[src/rtl/core/stor_pkg.sv]
// Shared types and constants for the sample table offset resolver.
`default_nettype none
package stor_pkg;

    localparam int RunEntriesDef    = 256;
    localparam int ChunkEntriesDef  = 4096;
    localparam int SampleEntriesDef = 4096;

    localparam int IdxW    = 12;
    localparam int ChunkW  = 13;
    localparam int ValW    = 32;
    localparam int RunCntW = 9;
    localparam int CntW    = 13;
    localparam int SpanW   = 26;

    // Input operation codes
    localparam logic [1:0] OP_RUN     = 2'd0;
    localparam logic [1:0] OP_CHUNK   = 2'd1;
    localparam logic [1:0] OP_SIZE    = 2'd2;
    localparam logic [1:0] OP_RESOLVE = 2'd3;

    // Configuration register indexes
    localparam logic [1:0] CFG_RUN_COUNT    = 2'd0;
    localparam logic [1:0] CFG_CHUNK_COUNT  = 2'd1;
    localparam logic [1:0] CFG_SAMPLE_COUNT = 2'd2;

    typedef struct packed {
        logic [ChunkW-1:0] lead_chunk;
        logic [ChunkW-1:0] spc;
    } t_run;

    typedef enum logic [3:0] {
        S_IDLE,
        S_FETCH,
        S_CUR,
        S_END,
        S_MUL,
        S_CMP,
        S_DIV,
        S_CHUNK,
        S_CHUNKD,
        S_SUM,
        S_LAST,
        S_DONE
    } t_state;

endpackage
`default_nettype wire

[src/rtl/core/stor_div.sv]
// Restoring divider, one quotient bit per cycle.
`default_nettype none
module stor_div (
    input  wire logic                       i_clk,
    input  wire logic                       i_rst_n,
    input  wire logic                       i_start,
    input  wire logic [stor_pkg::IdxW-1:0]   i_dividend,
    input  wire logic [stor_pkg::ChunkW-1:0] i_divisor,
    output logic                            o_done,
    output logic [stor_pkg::IdxW-1:0]        o_quotient,
    output logic [stor_pkg::ChunkW-1:0]      o_remainder
);
    import stor_pkg::*;

    logic                r_busy;
    logic                r_done;
    logic [3:0]          r_cnt;
    logic [IdxW-1:0]     r_quo;
    logic [ChunkW-1:0]   r_rem;
    logic [ChunkW-1:0]   r_dvs;
    logic [ChunkW:0]     rem_sh;
    logic                fits;

    always_comb begin
        rem_sh = {r_rem, r_quo[IdxW-1]};
        fits   = rem_sh >= {1'b0, r_dvs};
    end

    always_ff @(posedge i_clk) begin
        if (!i_rst_n) begin
            r_busy <= 1'b0;
            r_done <= 1'b0;
            r_cnt  <= '0;
        end else begin
            r_done <= 1'b0;
            if (i_start) begin
                r_busy <= 1'b1;
                r_cnt  <= '0;
            end else if (r_busy) begin
                r_cnt <= r_cnt + 4'd1;
                if (r_cnt == 4'(IdxW - 1)) begin
                    r_busy <= 1'b0;
                    r_done <= 1'b1;
                end
            end
        end
    end

    always_ff @(posedge i_clk) begin
        if (i_start) begin
            r_quo <= i_dividend;
            r_rem <= '0;
            r_dvs <= i_divisor;
        end else if (r_busy) begin
            r_quo <= {r_quo[IdxW-2:0], fits};
            r_rem <= fits ? ChunkW'(rem_sh - {1'b0, r_dvs}) : ChunkW'(rem_sh);
        end
    end

    assign o_done      = r_done;
    assign o_quotient  = r_quo;
    assign o_remainder = r_rem;

endmodule
`default_nettype wire

[config.mk]
export PLATFORM = sky130hd
export DESIGN_NAME = stor_div
export DESIGN_NICKNAME = d
export VERILOG_FILES = /design/src/rtl/core/stor_pkg.sv /design/src/rtl/core/stor_div.sv
export SDC_FILE = /design/constraint.sdc
export NUM_CORES = 1
export LEC_CHECK = 0
export BUFFER_PORTS_ARGS = -buffer_cell sky130_fd_sc_hd__buf_2
export CAP_MARGIN = 30
export CORE_ASPECT_RATIO = 0.5
export CORE_MARGIN = 4
export CORE_UTILIZATION = 50
export CTS_CLUSTER_SIZE = 30
export DETAILED_ROUTE_END_ITERATION = 7
export PLACE_DENSITY = 0.82
export SETUP_SLACK_MARGIN = 0.05
export SLEW_MARGIN = 5
export SYNTH_ARGS = -nofsm -noshare
export SYNTH_HDL_FRONTEND = slang
export SYNTH_SLANG_ARGS = --single-unit
[constraint.sdc]
create_clock -name i_clk -period 4.2 [get_ports i_clk]
set_clock_uncertainty 0.05 [all_clocks]
set_input_delay 0.42 -clock i_clk [delete_from_list [all_inputs] [get_ports i_clk]]
set_output_delay 0.42 -clock i_clk [all_outputs]
set_load 0.02 [all_outputs]
## Word-level counts from Yosys, hierarchy flattened

Index checks and enable logic that the tools add are counted.

| operators by class | value |
|---|---|
| equality and inequality tests | 1 |
| add/subtract/negate cells | 2 |
| $lt $le $gt $ge | 1 |
| multiplexer cells | 7 |
| reduce and logical (&&, ||, !) cells | 3 |
| bitwise logic cells | 2 |

Operators with widths:

| operator | number |
|---|---|
| 2-to-1 mux 12 bit | 2 |
| greater-or-equal comparator 14 x 13 -> 1 bit | 1 |
| 2-to-1 mux 13 bit | 1 |
| subtractor 13 bit | 1 |
| adder 4 x 1 -> 4 bit, second input constant | 1 |
| equality test 4 bit, second input constant | 1 |
| 2-to-1 mux 1 bit | 4 |
| OR reduction 3 bit | 1 |
| NOT 1 bit | 2 |
| nonzero test 2 bit | 1 |
| OR reduction 2 bit | 1 |

| storage, ports and cells | value |
|---|---|
| register bits after elaboration | 44 |
| input bits | 28 |
| output and inout port bits | 26 |
| word-level logic and storage cells | 22 |

## Longest topological paths before layout

Gate-level depths: netlist of run 1.

| depth | value |
|---|---|
| depth in word-level cells | 4 |
| gate-level depth with buffers | 11 |
| gate-level depth less buffers | 10 |

## Least setup slack after synthesis of run 1

No wires, ideal clock.

| path | value |
|---|---|
| kind | flip-flop to flip-flop |
| from | register r_quo[11] (netlist: o_quotient[11]) |
| to | register r_quo[0] (netlist: o_quotient[0]) (data pin) |
| library setup time | 260 ps |
| path buffers | 0 |
| data arrival time | 2,274 ps |
| cell stages (with the launch flop) | 11 |
| data required time | 3,890 ps |
| path slack | 1,616 ps |
| clock period less this slack | 2,584 ps |
| path through | edfxtp_1 -> inv_1 -> ha_1 -> inv_1 -> fa_1 -> a211oi_1 -> o21ai_1 -> a21oi_2 -> a21o_1 -> nand2_1 -> mux2_2 |

| between the ends | value |
|---|---|
| word-level cells in the longest chain between the ends | 3 |

RTL lines:

| what | RTL line | source |
|---|---|---|
| start, declared | stor_div.sv:18 | `logic [IdxW-1:0] r_quo;` |
| start signal, assigned | stor_div.sv:51 | `r_quo <= i_dividend;` |
| start signal, assigned | stor_div.sv:55 | `r_quo <= {r_quo[IdxW-2:0], fits};` |
| greater-or-equal comparator 14 x 13 -> 1 bit | stor_div.sv:26 | `fits = rem_sh >= {1'b0, r_dvs};` |
| 2-to-1 mux 12 bit | stor_div.sv:54 | `end else if (r_busy) begin` |
| 2-to-1 mux 12 bit | stor_div.sv:50 | `if (i_start) begin` |

Every way passes these cells. The select of a mux whose other input is x is not followed.
A chain may end at the register's enable or synchronous reset.

## Worst setup path after layout of run 1

Ends and elaborated chain as after synthesis.

==> results.md, run 1 <==
- The congestion estimate from routability-driven global placement came to about 0.84.
- The library cell used most frequently in the layout, excluding fill and tap cells, is buf_2.
- The clock slew at the register clock pins of the worst setup and hold paths is 0.09 ns.
- By instance count, the cell type seen most on the critical path is inv_1.
- Compared with the post-synthesis result, the final layout area differs by 13.1%.
- The worst supply voltage drop on vdd is 184 uV.
- The area of the die is roughly 0.0064 sq mm.
- The sum of routed wire length over all layers is about 5400 um.
- The critical path capture point type is a register.
- The number of violations reported at the end of detailed-routing iteration 0 is around 110.
- The number of nets handed over by synthesis was ~280.
- The clock reaches the later pin of the worst-skew pair after 0.30 ns.
- Setup repair after global routing left no endpoint under its margin.
- The nature of the critical path startpoint is a register.
- The count of final max-slew check failures was 0.
- The number of remaining DRC errors is 0.
- In the final layout, the multi-input gates occupy ~0.0013 sq mm.
- After synthesis the netlist holds a flip-flop and latch count of 44.
- The mean post-synth cell area is approximately 11 sq um.
- Among all flip-flop cells after synthesis, the most frequent one is edfxtp_1.
- The class of the most critical hold timing path is input pin to register.
- The detail route stage leaves a number of antenna-violating nets equal to 0.
- The critical path goes through inv_1 > ha_1 > inv_1 > fa_1 > a211oi_1 > o21ai_1 > a21oi_2 > a21o_1 > nand2_1 > mux2_2.
- Across the whole layout, storage elements account for roughly 0.0011 sq mm.
- Row generation in the floorplan step produced 18 rows.
- Dividing the final minimum period by the clock period gives 0.716.
- The buffers inserted during post-CTS setup optimization is 0.
- The first-pass GRT wire length is just over 9000 um.
- Summing internal, switching and leakage power gives roughly 1.1 mW.
- In this design, the stage delay of the slowest critical-path cell is between 0.4 and 0.5 ns.
- Counting flops with an async set or reset pin after synthesis yields a share of 0.
- Using the TritonRoute via totals, the vias-per-cell ratio works out to 5.59.
- The number of H-tree branching levels is 2.
- At the worst endpoint, the arrival time is around 3.0 ns.
- Input and output buffers added on the ports amount to 53.
- The cell area that synthesis handed to floorplanning was around 0.0026 sq mm.
- The cell area power density is between 300 and 400 mW/mm^2.
- The clock net in this run drives a total of 44 sinks.
- The area of the core is between 0.004 and 0.005 sq mm.
- The count of cells in the finished layout, fillers not included, comes to between 300 and 400.
- The achievable clock frequency is 333 MHz.
- The fraction of met3 tracks used by global routing is 0.0526.
- The number of max-capacitance violations reported is 0.
- The share of synthesized area occupied by flip-flops and latches is 0.439.
- The CTS tree is yes.
- Yosys printed 0 warnings.
- In this run the static leakage power is 1.24 nW.
- Detailed placement finished with a half-perimeter wire length of 3910 um.
- Measured along the x axis, the die boundary spans between 100 and 150 um.
- The shortest period the worst path allows is 3.01 ns.
- The total number of vias is around 2000.
- The required time at the worst-slack endpoint is ~4.2 ns.
- The root buffer cell chosen for the clock tree is clkbuf_8.
- The number of antenna diodes is 0.
- The total instance count after detailed placement is 350.
- The fraction of final layout cells sized beyond drive strength 1 is 0.309.
- Counting flops with a built-in enable in the synthesized netlist gives 25.
- The number of global-route vias before repair is 1929.
- For this design the top-level I/O count stands at between 50 and 60.
- The met2 demand-to-capacity share in global routing is 0.290.
- The routed length per placed instance is between 15 and 20 um.
- The fill cell total of the finished layout is 449.
- For this configuration, the core starts out at a cell density of 0.520.
- Setup violations remaining at the end of the flow were counted as 0.
- The maximum fanout count along the critical path is 14.
- The number of optimization iterations in the first detailed-route pass is 4.
- The number of instances in the synthesized netlist is 240.
- met2 is the most crowded layer.
- After clock tree synthesis, the repair step resized 0 gates.
- For this run, global-route usage on met1 was measured as 0.234.
- On the critical path, the stage with the largest delay is an instance of a21o_1.
- The total CTS buffers is 5.
- The normalized max-slew margin is 0.438.
- The number of antenna violations at the first check in global routing is 0.
- For the final routed database, the setup TNS stands at 0 ns.
- Measured along the y axis, the die boundary spans 58.8 um.
- The critical setup path kind is register to register.
- For this run the aggregate overflow at the end of global routing stands at 0.
- The buffer depth of the longest clock path is 2.
- The number of hold-slack violations in the final timing report is 0.
- The netlist uses between 50 and 60 different library cells.
- Leaving out fill and tap cells, the most frequent cells in the layout are 53 x buf_2, 25 x edfxtp_1, 19 x dfxtp_1, 18 x inv_1, 18 x nor2_1.
- The hold buffer count at CTS is 0.
- The run finished with clean final reports.
- In the global route stage, overall resource usage came out at 0.180.
- The largest net degree at the start of global routing is 40.
- The transition time at the pin with the least slew margin is about 0.84 ns.
- The final net count is 330.
==> cell families after synthesis <==
kind of cell / Yosys count / synth area share
AOI/OAI and AO/OA: 58 / 0.174
xor gates and xnor gates: 11 / 0.0374
adders and majority gates: 15 / 0.0757
buffers and inverters: 32 / 0.0713
DFF: 44 / 0.439
muxes: 15 / 0.0640
and+or+nand+nor: 65 / 0.139
==> worst paths after layout <==
path | end | from | cells after the start | slack [ns]
setup / recovery | o_quotient[0] | o_quotient[11] | 10 | 1.19
hold / removal | r_dvs[9] | i_divisor[9] | 1 | 0.23
setup reg to reg | o_quotient[0] | o_quotient[11] | 10 | 1.19
hold reg to reg | o_done | r_cnt[3] | 2 | 0.46
==> worst max-delay path: cells and delay by family, from the launching register on <==
kind,cells,cell delay [ns]
AOI/OAI and AO/OA,4,1.09
buffers and inverters,2,0.13
muxes,1,0.32
DFF,1,0.39
and+or+nand+nor,1,0.20
adders and majority gates,2,0.59
==> where the power goes <==
| part | leakage, nW | total, mW | internal (mW) | switching (mW) |
|---|---|---|---|---|
| combinational | 0.794 | 0.340 | 0.142 | 0.198 |
| sequential | 0.404 | 0.524 | 0.497 | 0.0279 |
| clock | 0.0412 | 0.264 | 0.116 | 0.148 |
| total | 1.24 | 1.13 | 0.755 | 0.374 |
==> metal layers <==
| metal | wire, um | vias up |
|---|---|---|
| li1 | - | 986 |
| met3 | 427 | 8 |
| met5 | 0 | - |
| met4 | 57 | 0 |
| met1 | 2370 | 936 |
| met2 | 2550 | 72 |
==> state kept, by name, summed over array words and instances, names as in the netlist <==
signal       cells
o_quotient      12
r_cnt            4
o_done           1
o_remainder     13
r_dvs           13
r_busy           1
==> per-stage QoR <==
| step | hold WS (ns) | utilization | setup WS (ns) | cell area [sq um] |
|---|---|---|---|---|
| 2_1_floorplan | 0.406 | - | 1.62 | 2580 |
| 3_3_place_gp | 0.426 | 0.568 | 1.37 | 2820 |
| 5_1_grt | 0.222 | 0.588 | 0.960 | 2920 |
| 3_5_place_dp | 0.441 | 0.571 | 1.20 | 2830 |
| 4_1_cts | 0.232 | 0.588 | 1.20 | 2920 |
| 6_report | 0.234 | 0.588 | 1.19 | 2920 |
==> layout make-up <==
type                    instances  area share
repair buffers                 54      0.0961
well taps                      70      0.0300
clock buffers                   6      0.0249
flip-flops and latches         44       0.388
inverters                      18      0.0232
multi-input cells             164       0.433
clock inverters                 2     0.00429
==> synthesized netlist by cell type (3+ instances only) <==
library cell	instances	area (sq um)
nand3b_1	3	22.5
o21ai_1	9	45.0
nor2_1	18	67.6
dfxtp_1	19	380
buf_6	3	33.8
inv_1	18	67.6
mux2_2	12	135
ha_1	14	175
nor2b_1	3	18.8
nand3_1	14	70.1
edfxtp_1	25	751
a21o_1	4	30.0
a21oi_1	10	50.1
mux2i_1	3	30.0
o21ai_0	4	20.0
a311oi_2	4	60.1
clkbuf_1	4	15.0
a311oi_1	8	70.1
nand2_1	7	26.3
xnor2_1	7	61.3
xor2_1	4	35.0
nor3_1	3	15.0
No activity file was read; power rests on OpenSTA's default activity.
==> run 2: changes to the inputs <==
Settings changed: ABC_AREA set to 1, PLACE_DENSITY 0.82 to 0.81.
Clock period 4.2 ns to 3 ns, I/O delays scaled along.
==> results.md, run 2 <==
- The run finished with clean final reports.
- The die outline height came to 60.3 um (+2.6%).
- The number of optimization iterations in the first detailed-route pass was 5 (+1).
- The first-pass GRT wire length is 10800 um (+18%).
- The peak per-stage delay on the critical path is 0.43 ns (-0.03 ns).
- The synthesized netlist net count is 402 (+42%).
- The total number of vias is 2478 (+24%).
- The shortest period the worst path allows was 2.38 ns (-0.622 ns).
- The number of instances in the synthesized netlist is 359 (+50%).
- The width of the chip is 113 um (+2.8%).
- The internal power came to 1.01 mW (+33%).
- The count of final max-slew check failures is 0 (unchanged).
- The cell area after synthesis was 0.00274 sq mm (+6.1%).
- The fraction of power consumed by combinational cells is 0.168 (-0.133).
- The mean post-synth cell area came to 7.62 sq um (-29%).
- The number of max-capacitance violations reported is 0 (unchanged).
- The number of gates given a new drive strength after cts was 0 (unchanged).
- The area of the die is 0.00679 sq mm (+5.5%).
- The cell area after placement was 0.00306 sq mm (+8.1%).
- Sorting the synthesized cells by how often they occur yields 123 x nand2_1, 59 x inv_1, 25 x edfxtp_1, 25 x nand3_1, 19 x dfxtp_1.
- The largest individual stage delay along the critical path comes from the cell fa_1.
- The count of port buffers added during placement is 53 (unchanged).
- The sum of negative setup slack is 0 ns (unchanged).
- The number of H-tree branching levels is 2 (unchanged).
- The hold buffer count at CTS is 0 (unchanged).
- The cell leakage power is 1.69 nW (+36%).
- The share of synthesized area occupied by flip-flops and latches was 0.413 (-0.0253).
- The fraction of final layout cells sized beyond drive strength 1 was 0.219 (-0.0898).
- The number of warnings printed during yosys synthesis was 0 (unchanged).
- The proportion of power drawn by flip-flops and latches is 0.500 (+0.035).
- The sum of routed wire length over all layers was 6440 um (+19%).
- The number of setup violations in the final report was 0 (unchanged).
- The proportion of netlist area held by the largest area contributor came to 0.274 (-0.0168).
- The CTS tree is yes.
- The number of hold-slack violations in the final timing report is 0 (unchanged).
- The library cells used most frequently in the layout, excluding fill and tap cells, are 123 x nand2_1, 59 x inv_1, 53 x buf_2, 25 x nand3_1, 25 x edfxtp_1.
- The clock latency on the worst-skew pair is 0.30 ns (about the same).
- The per-cell via count in the routed design came to 5.11 (-8.6%).
- The tightest min-delay check is of the input pin to register type.
- STA classifies the critical path endpoint as a register.
- The clock slew at the register clock pins of the worst setup and hold paths is 0.09 ns (about the same).
- The final global-route overflow total was 0 (unchanged).
- Walking the worst path, the cells encountered are inv_1 > ha_1 > inv_1 > fa_1 > nand2_1 > nand2_1 > nand3_1 > nand2_1 > nand2_4 > nand3_4 > nand2_1 > nand2_1.
- The post-detailed-route count of antenna-violating nets is 0 (unchanged).
- Of all cell types, the one taking the most synthesized area is edfxtp_1.
- The relative contribution of the clock network to total power was 0.333 (+0.099).
- The achievable clock frequency is 419 MHz (+26%).
- The area of the core was 0.00511 sq mm (+3.2%).
- The async set or reset register ratio after synthesis is 0 (unchanged).
- The arrival time of data at the critical path endpoint came to 2.40 ns (-0.61 ns).
- The number of global-route vias before repair came to 2338 (+21%).
- Setup repair after global routing left no endpoint under its margin.
- The number of placed I/O pins is 54 (unchanged).
- The starting density of the core was 0.535 (+0.0148).
- The required time at the worst-slack endpoint is 3.02 ns (-1.19 ns).
- By area the synthesized netlist is led by edfxtp_1 27%, nand2_1 17%, dfxtp_1 14%, inv_1 8.1%, ha_1 6.4%.
- The number of clock sinks is 44 (unchanged).
- The post-synthesis cell type count is 31 (-45%).
- The leading cell type in the layout, fill and taps excluded is nand2_1.
- The largest net degree at the start of global routing is 30 (-25%).
- The most frequently used cell type in the post-synthesis netlist is nand2_1.
- The worst supply voltage drop on vdd came to 230 uV (+25%).
- The total CTS buffers was 5 (unchanged).
- The root buffer cell chosen for the clock tree is clkbuf_8.
- The count of flip-flops with a built-in enable after synthesis is 25 (unchanged).
- The area growth from synthesis to layout is 15.9%.
- Among all flip-flop cells after synthesis, the most frequent one is edfxtp_1.
- The final net count is 457 (+38%).
- The number of flip-flops and latches in the synthesized netlist came to 44 (unchanged).
- The number of remaining DRC errors is 0 (unchanged).
- The critical setup path kind is register to register.
- The weighted congestion at the end of routability-driven global placement is 0.899 (+6.6%).
- The number of cell rows came to 18 (unchanged).
- The routed length per placed instance is 13.3 um (-12%).
- The maximum fanout count along the critical path came to 15 (+1).
- The final instance area is 0.00317 sq mm (+8.8%).
- The buffer depth of the longest clock path is 2 (unchanged).
- The number of violations reported at the end of detailed-routing iteration 0 is 191 (+77%).
- The net switching share of the total power is 0.278 (-0.0533).
- The buffers inserted during post-CTS setup optimization is 0 (unchanged).
- The cell area power density is 439 mW/mm^2 (+13%).
- The share of the cycle needed by the critical path after routing was 0.795 (+0.0788).
- The switching power summed over all nets is 387 uW (+3.5%).
- The number of antenna violations at the first check in global routing came to 0 (unchanged).
- The global router's overall resource usage was 0.200 (+0.0206).
- The number of antenna diodes is 0 (unchanged).
- The normalized max-slew margin is 0.305 (-0.133).
- The post-detailed-placement half-perimeter wirelength is 4920 um (+26%).
- The transition time at the pin with the least slew margin was 1.04 ns (+0.196 ns).
- Among the stages of the critical path, the cell type that occurs most often is nand2_1.
- STA classifies the critical path startpoint as a register.
[run 2: layout make-up]
type	instances	area [sq um]
clock inverter	3	42.5
sequential	44	1130
inverter	67	251
timing repair buffer	57	295
multi-input combinational	239	1290
clock buffer	5	68.8
tap	70	87.6
fill	467	1940
[run 2: through the flow]
step | instances | power (mW) | worst slack [ns] | hold slack (ns) | utilization
final | 485 | 1.39 | 0.616 | 0.114 | 0.620
after CTS | 485 | 1.39 | 0.638 | 0.116 | 0.620
after detailed placement | 477 | 0.940 | 0.664 | 0.424 | 0.599
after global routing | 485 | 1.45 | 0.431 | 0.110 | 0.620
after floorplan | 359 | 0.862 | 0.792 | 0.349 | -
after global placement | 477 | 0.933 | 0.768 | 0.420 | 0.599
[run 2: power groups by stage]
stage | clock network (mW) | logic (mW) | registers [mW]
2_1_floorplan | 0 | 0.133 | 0.729
3_3_place_gp | 0 | 0.225 | 0.709
3_5_place_dp | 0 | 0.231 | 0.709
4_1_cts | 0.465 | 0.232 | 0.696
5_1_grt | 0.488 | 0.260 | 0.700
6_report | 0.463 | 0.233 | 0.696
[run 2: cell families after synthesis]
logic type,count (synthesis),share of synthesized area
DFF,44,0.413
adders and majority gates,15,0.0713
xor gates and xnor gates,6,0.0192
AOI/OAI and AO/OA,14,0.0325
buffers and inverters,76,0.113
and+or+nand+nor,204,0.350
[run 2: final timing paths]
kind             startpoint              to  slack, ns  cells past startpoint
max          o_quotient[11]   o_quotient[0]       0.62                     12
min            i_divisor[1]        r_dvs[1]       0.11                      1
max reg2reg  o_quotient[11]   o_quotient[0]       0.62                     12
min reg2reg  o_remainder[9]  o_remainder[9]       0.44                      2
[run 2: routing by layer]
| metal | share of wire | up-vias | routed length (um) | GRT usage |
|---|---|---|---|---|
| li1 | - | 1249 | - | - |
| met2 | 0.44 | 109 | 2860 | 0.329 |
| met1 | 0.44 | 1107 | 2840 | 0.272 |
| met4 | 0.013 | 0 | 85 | 0.0565 |
| met3 | 0.10 | 13 | 651 | 0.0445 |
| met5 | 0 | - | 0 | 0 |
[run 2: worst max-delay path: cells and delay by family (launching register included)]
family | cells | cell delay [ns]
fa+ha+maj | 2 | 0.57
buf+inv | 2 | 0.17
simple gates | 8 | 0.95
flops | 1 | 0.39
==> run 3: changes to the inputs <==
Settings changed: ABC_AREA 1 to 0, CORE_UTILIZATION 50 to 49, PLACE_DENSITY 0.81 to 0.84.
Clock period 3 ns to 2.15 ns, I/O delays scaled along.
==> results.md, run 3 (synthesized netlist as in run 1, its figures left out) <==
- The flow ran to the end, but the final reports show violations.
- The final reports fail on setup timing.
- The normalized max-slew margin is 0.607 (+0.302).
- The area of the core is 0.00500 sq mm (-2.2%).
- The hold buffer count at CTS is 0 (unchanged).
- Leaving out fill and tap cells, the most frequent cell in the layout is buf_2.
- The internal power is 1.76 mW (+75%).
- The number of hold-slack violations in the final timing report is 0 (unchanged).
- The number of H-tree branching levels is 2 (unchanged).
- The number of global-route vias before repair was 2321 (-0.73%).
- The number of clock sinks is 44 (unchanged).
- The number of cell rows is 18 (unchanged).
- The critical register-to-register path startpoint is r_dvs[9].
- The tree is rooted in a clkbuf_8.
- The per-cell via count in the routed design is 5.69 (+11%).
- Compared with the post-synthesis result, the final layout area differs by 31.6%.
- The largest net degree at the start of global routing is 23 (-23%).
- The count of port buffers added during placement is 53 (unchanged).
- The buffers plus inverters on the worst setup path came to 1 (-1).
- The number of violations reported at the end of detailed-routing iteration 0 is 124 (-35%).
- The number of max-capacitance violations reported is 0 (unchanged).
- Setup repair after global routing could not meet its margin everywhere.
- The cell area after placement is 0.00307 sq mm (+0.41%).
- The global router's overall resource usage came to 0.208 (+0.00762).
- The clock slew at the register clock pins of the worst setup and hold paths came to 0.09 ns (about the same).
- The sum of routed wire length over all layers is 6750 um (+4.9%).
- The worst hold path terminates at r_dvs[0].
- The final net count came to 375 (-18%).
- The switching power summed over all nets is 831 uW (+110%).
- The starting density of the core is 0.516 (-0.0195).
- The final setup slack of the worst path is -0.315 ns (-0.931 ns).
- The arrival time of data at the critical path endpoint is 2.63 ns (+0.23 ns).
- The buffer depth of the longest clock path came to 2 (unchanged).
- The total CTS buffers is 5 (unchanged).
- The number of remaining DRC errors came to 0 (unchanged).
- The number of antenna violations at the first check in global routing is 0 (unchanged).
- TritonCTS built the clock tree.
- The area of the die is 0.00656 sq mm (-3.5%).
- The master of the slowest instance on the critical path is a21oi_2.
- The achievable clock frequency is 406 MHz (-3.3%).
- The setup slack after placement is -0.284 ns (-0.949 ns).
- The final global-route overflow total is 0 (unchanged).
- The most frequent cell on the critical path is a21oi_2.
- The path class of the tightest hold or removal check is input pin to register.
- The worst setup path is of the register to register kind.
- The final instance area is 0.00339 sq mm (+7.0%).
- The number of setup violations in the final report is 14 (+14).
- The relative contribution of the clock network to total power is 0.264 (-0.069).
- In the layout the commonest cells are 53 x buf_2, 44 x buf_4, 25 x edfxtp_1, 19 x dfxtp_1, 18 x nor2_1.
- The number of placed I/O pins is 54 (unchanged).
- The routed length per placed instance is 16.8 um (+26%).
- The category of cells accounting for the largest share of critical-path delay is compound AO/OA/AOI/OAI gates.
- The width of the chip is 111 um (-1.8%).
- The post-detailed-route count of antenna-violating nets is 0 (unchanged).
- The worst setup path is captured at a register.
- The capture point of the worst reg-to-reg path is o_remainder[11].
- The cell area power density is 763 mW/mm^2 (+74%).
- The transition time at the pin with the least slew margin is 0.589 ns (-0.449 ns).
- The logic depth of the worst register-to-register path is 8 (-4).
- The clock latency on the worst-skew pair is 0.30 ns (about the same).
- The required time at the worst-slack endpoint is 2.31 ns (-0.71 ns).
- The number of antenna diodes is 0 (unchanged).
- The number of instances on the worst hold path is 1 (unchanged).
- The reg-to-reg setup timing slack is -0.31 ns (-0.93 ns).
- The final hold slack is 0.0309 ns (-0.0830 ns).
- The maximum fanout count along the critical path came to 11 (-4).
- The signal on the critical path passes through inv_1 > ha_1 > nand2_1 > o21ai_0 > a21oi_2 > a21oi_2 > o22ai_1 > a311oi_2.
- The shortest period the worst path allows is 2.46 ns (+0.0809 ns).
- The peak per-stage delay on the critical path came to 0.51 ns (+0.08 ns).
- The first-pass GRT wire length is 10800 um (unchanged).
- The number of optimization iterations in the first detailed-route pass is 5 (unchanged).
- The weighted congestion at the end of routability-driven global placement is 0.870 (-3.3%).
- The fraction of power consumed by combinational cells was 0.345 (+0.177).
- The critical hold path startpoint is i_divisor[0].
- The net switching share of the total power is 0.321 (+0.0433).
- The cell leakage power is 1.50 nW (-11%).
- The worst setup path is launched from a register.
- The total number of vias is 2294 (-7.4%).
- The fraction of final layout cells sized beyond drive strength 1 is 0.465 (+0.246).
- The die outline height was 59.3 um (-1.7%).
- The post-detailed-placement half-perimeter wirelength is 4630 um (-6.1%).
- The share of the cycle needed by the critical path after routing came to 1.15 (+0.352).
- The count of final max-slew check failures came to 0 (unchanged).
- The worst supply voltage drop on vdd came to 392 uV (+70%).
- The proportion of power drawn by flip-flops and latches is 0.391 (-0.109).
- The sum of negative setup slack is -3.83 ns (-3.83 ns).
run 3: cell types whose count changed in the layout (fill, tap and decap cells not counted), sizes merged, moves of 6 or more:
cell and change:
a311oi +12, nand3 -17, inv -49, o21ai +7
mux2 +12, buf +42, nand2 -123, nand4 -14
a21oi +6
run 3: per-layer routing:
layer | global-route usage | up-vias | part of all wire
li1 | - | 1084 | -
met1 | 0.239 | 1078 | 0.41
met2 | 0.374 | 107 | 0.49
met3 | 0.0510 | 25 | 0.071
met4 | 0.104 | 0 | 0.030
met5 | 0 | - | 0
run 3: final cells by class:
| class | instances | area [sq um] |
|---|---|---|
| repair buffers | 99 | 618 |
| clock inverters | 2 | 38.8 |
| multi-input cells | 164 | 1370 |
| clock buffers | 6 | 82.6 |
| inverters | 18 | 67.6 |
| well taps | 70 | 87.6 |
| flip-flops and latches | 44 | 1130 |
| fillers | 355 | 1610 |
run 3: worst max-delay path by stage:
stage          depth (start not counted)               to           start  slack [ns]
2_1_floorplan                         10    o_quotient[0]  o_quotient[11]       -0.34
3_3_place_gp                          11   o_remainder[8]  o_quotient[11]       -0.18
3_5_place_dp                          11   o_remainder[8]  o_quotient[11]       -0.28
4_1_cts                               11  o_remainder[11]  o_quotient[11]       -0.30
5_1_grt                               10    o_quotient[0]  o_quotient[11]       -0.41
6_report                               8  o_remainder[11]        r_dvs[9]       -0.31
run 3: through the flow:
| stage | utilization | cells | power, mW |
|---|---|---|---|
| 2_1_floorplan | - | 240 | 1.56 |
| 3_3_place_gp | 0.615 | 382 | 1.79 |
| 3_5_place_dp | 0.615 | 382 | 1.81 |
| 4_1_cts | 0.672 | 403 | 2.55 |
| 5_1_grt | 0.679 | 403 | 2.70 |
| 6_report | 0.679 | 403 | 2.59 |
run 3: repair_timing:
action,4_1_cts,5_1_grt
setup buffers,13,1
pin swaps,22,12
endpoints found under the setup margin,14,14
gates resized for setup,15,6
run 3: power groups by stage:
stage                     Combinational, mW  Clock, mW  Sequential, mW
after global placement                0.761          0            1.03
after detailed placement              0.786          0            1.03
after CTS                             0.856      0.682            1.01
final                                 0.894      0.683            1.01
after global routing                  0.957      0.721            1.02
after floorplan                       0.468          0            1.09
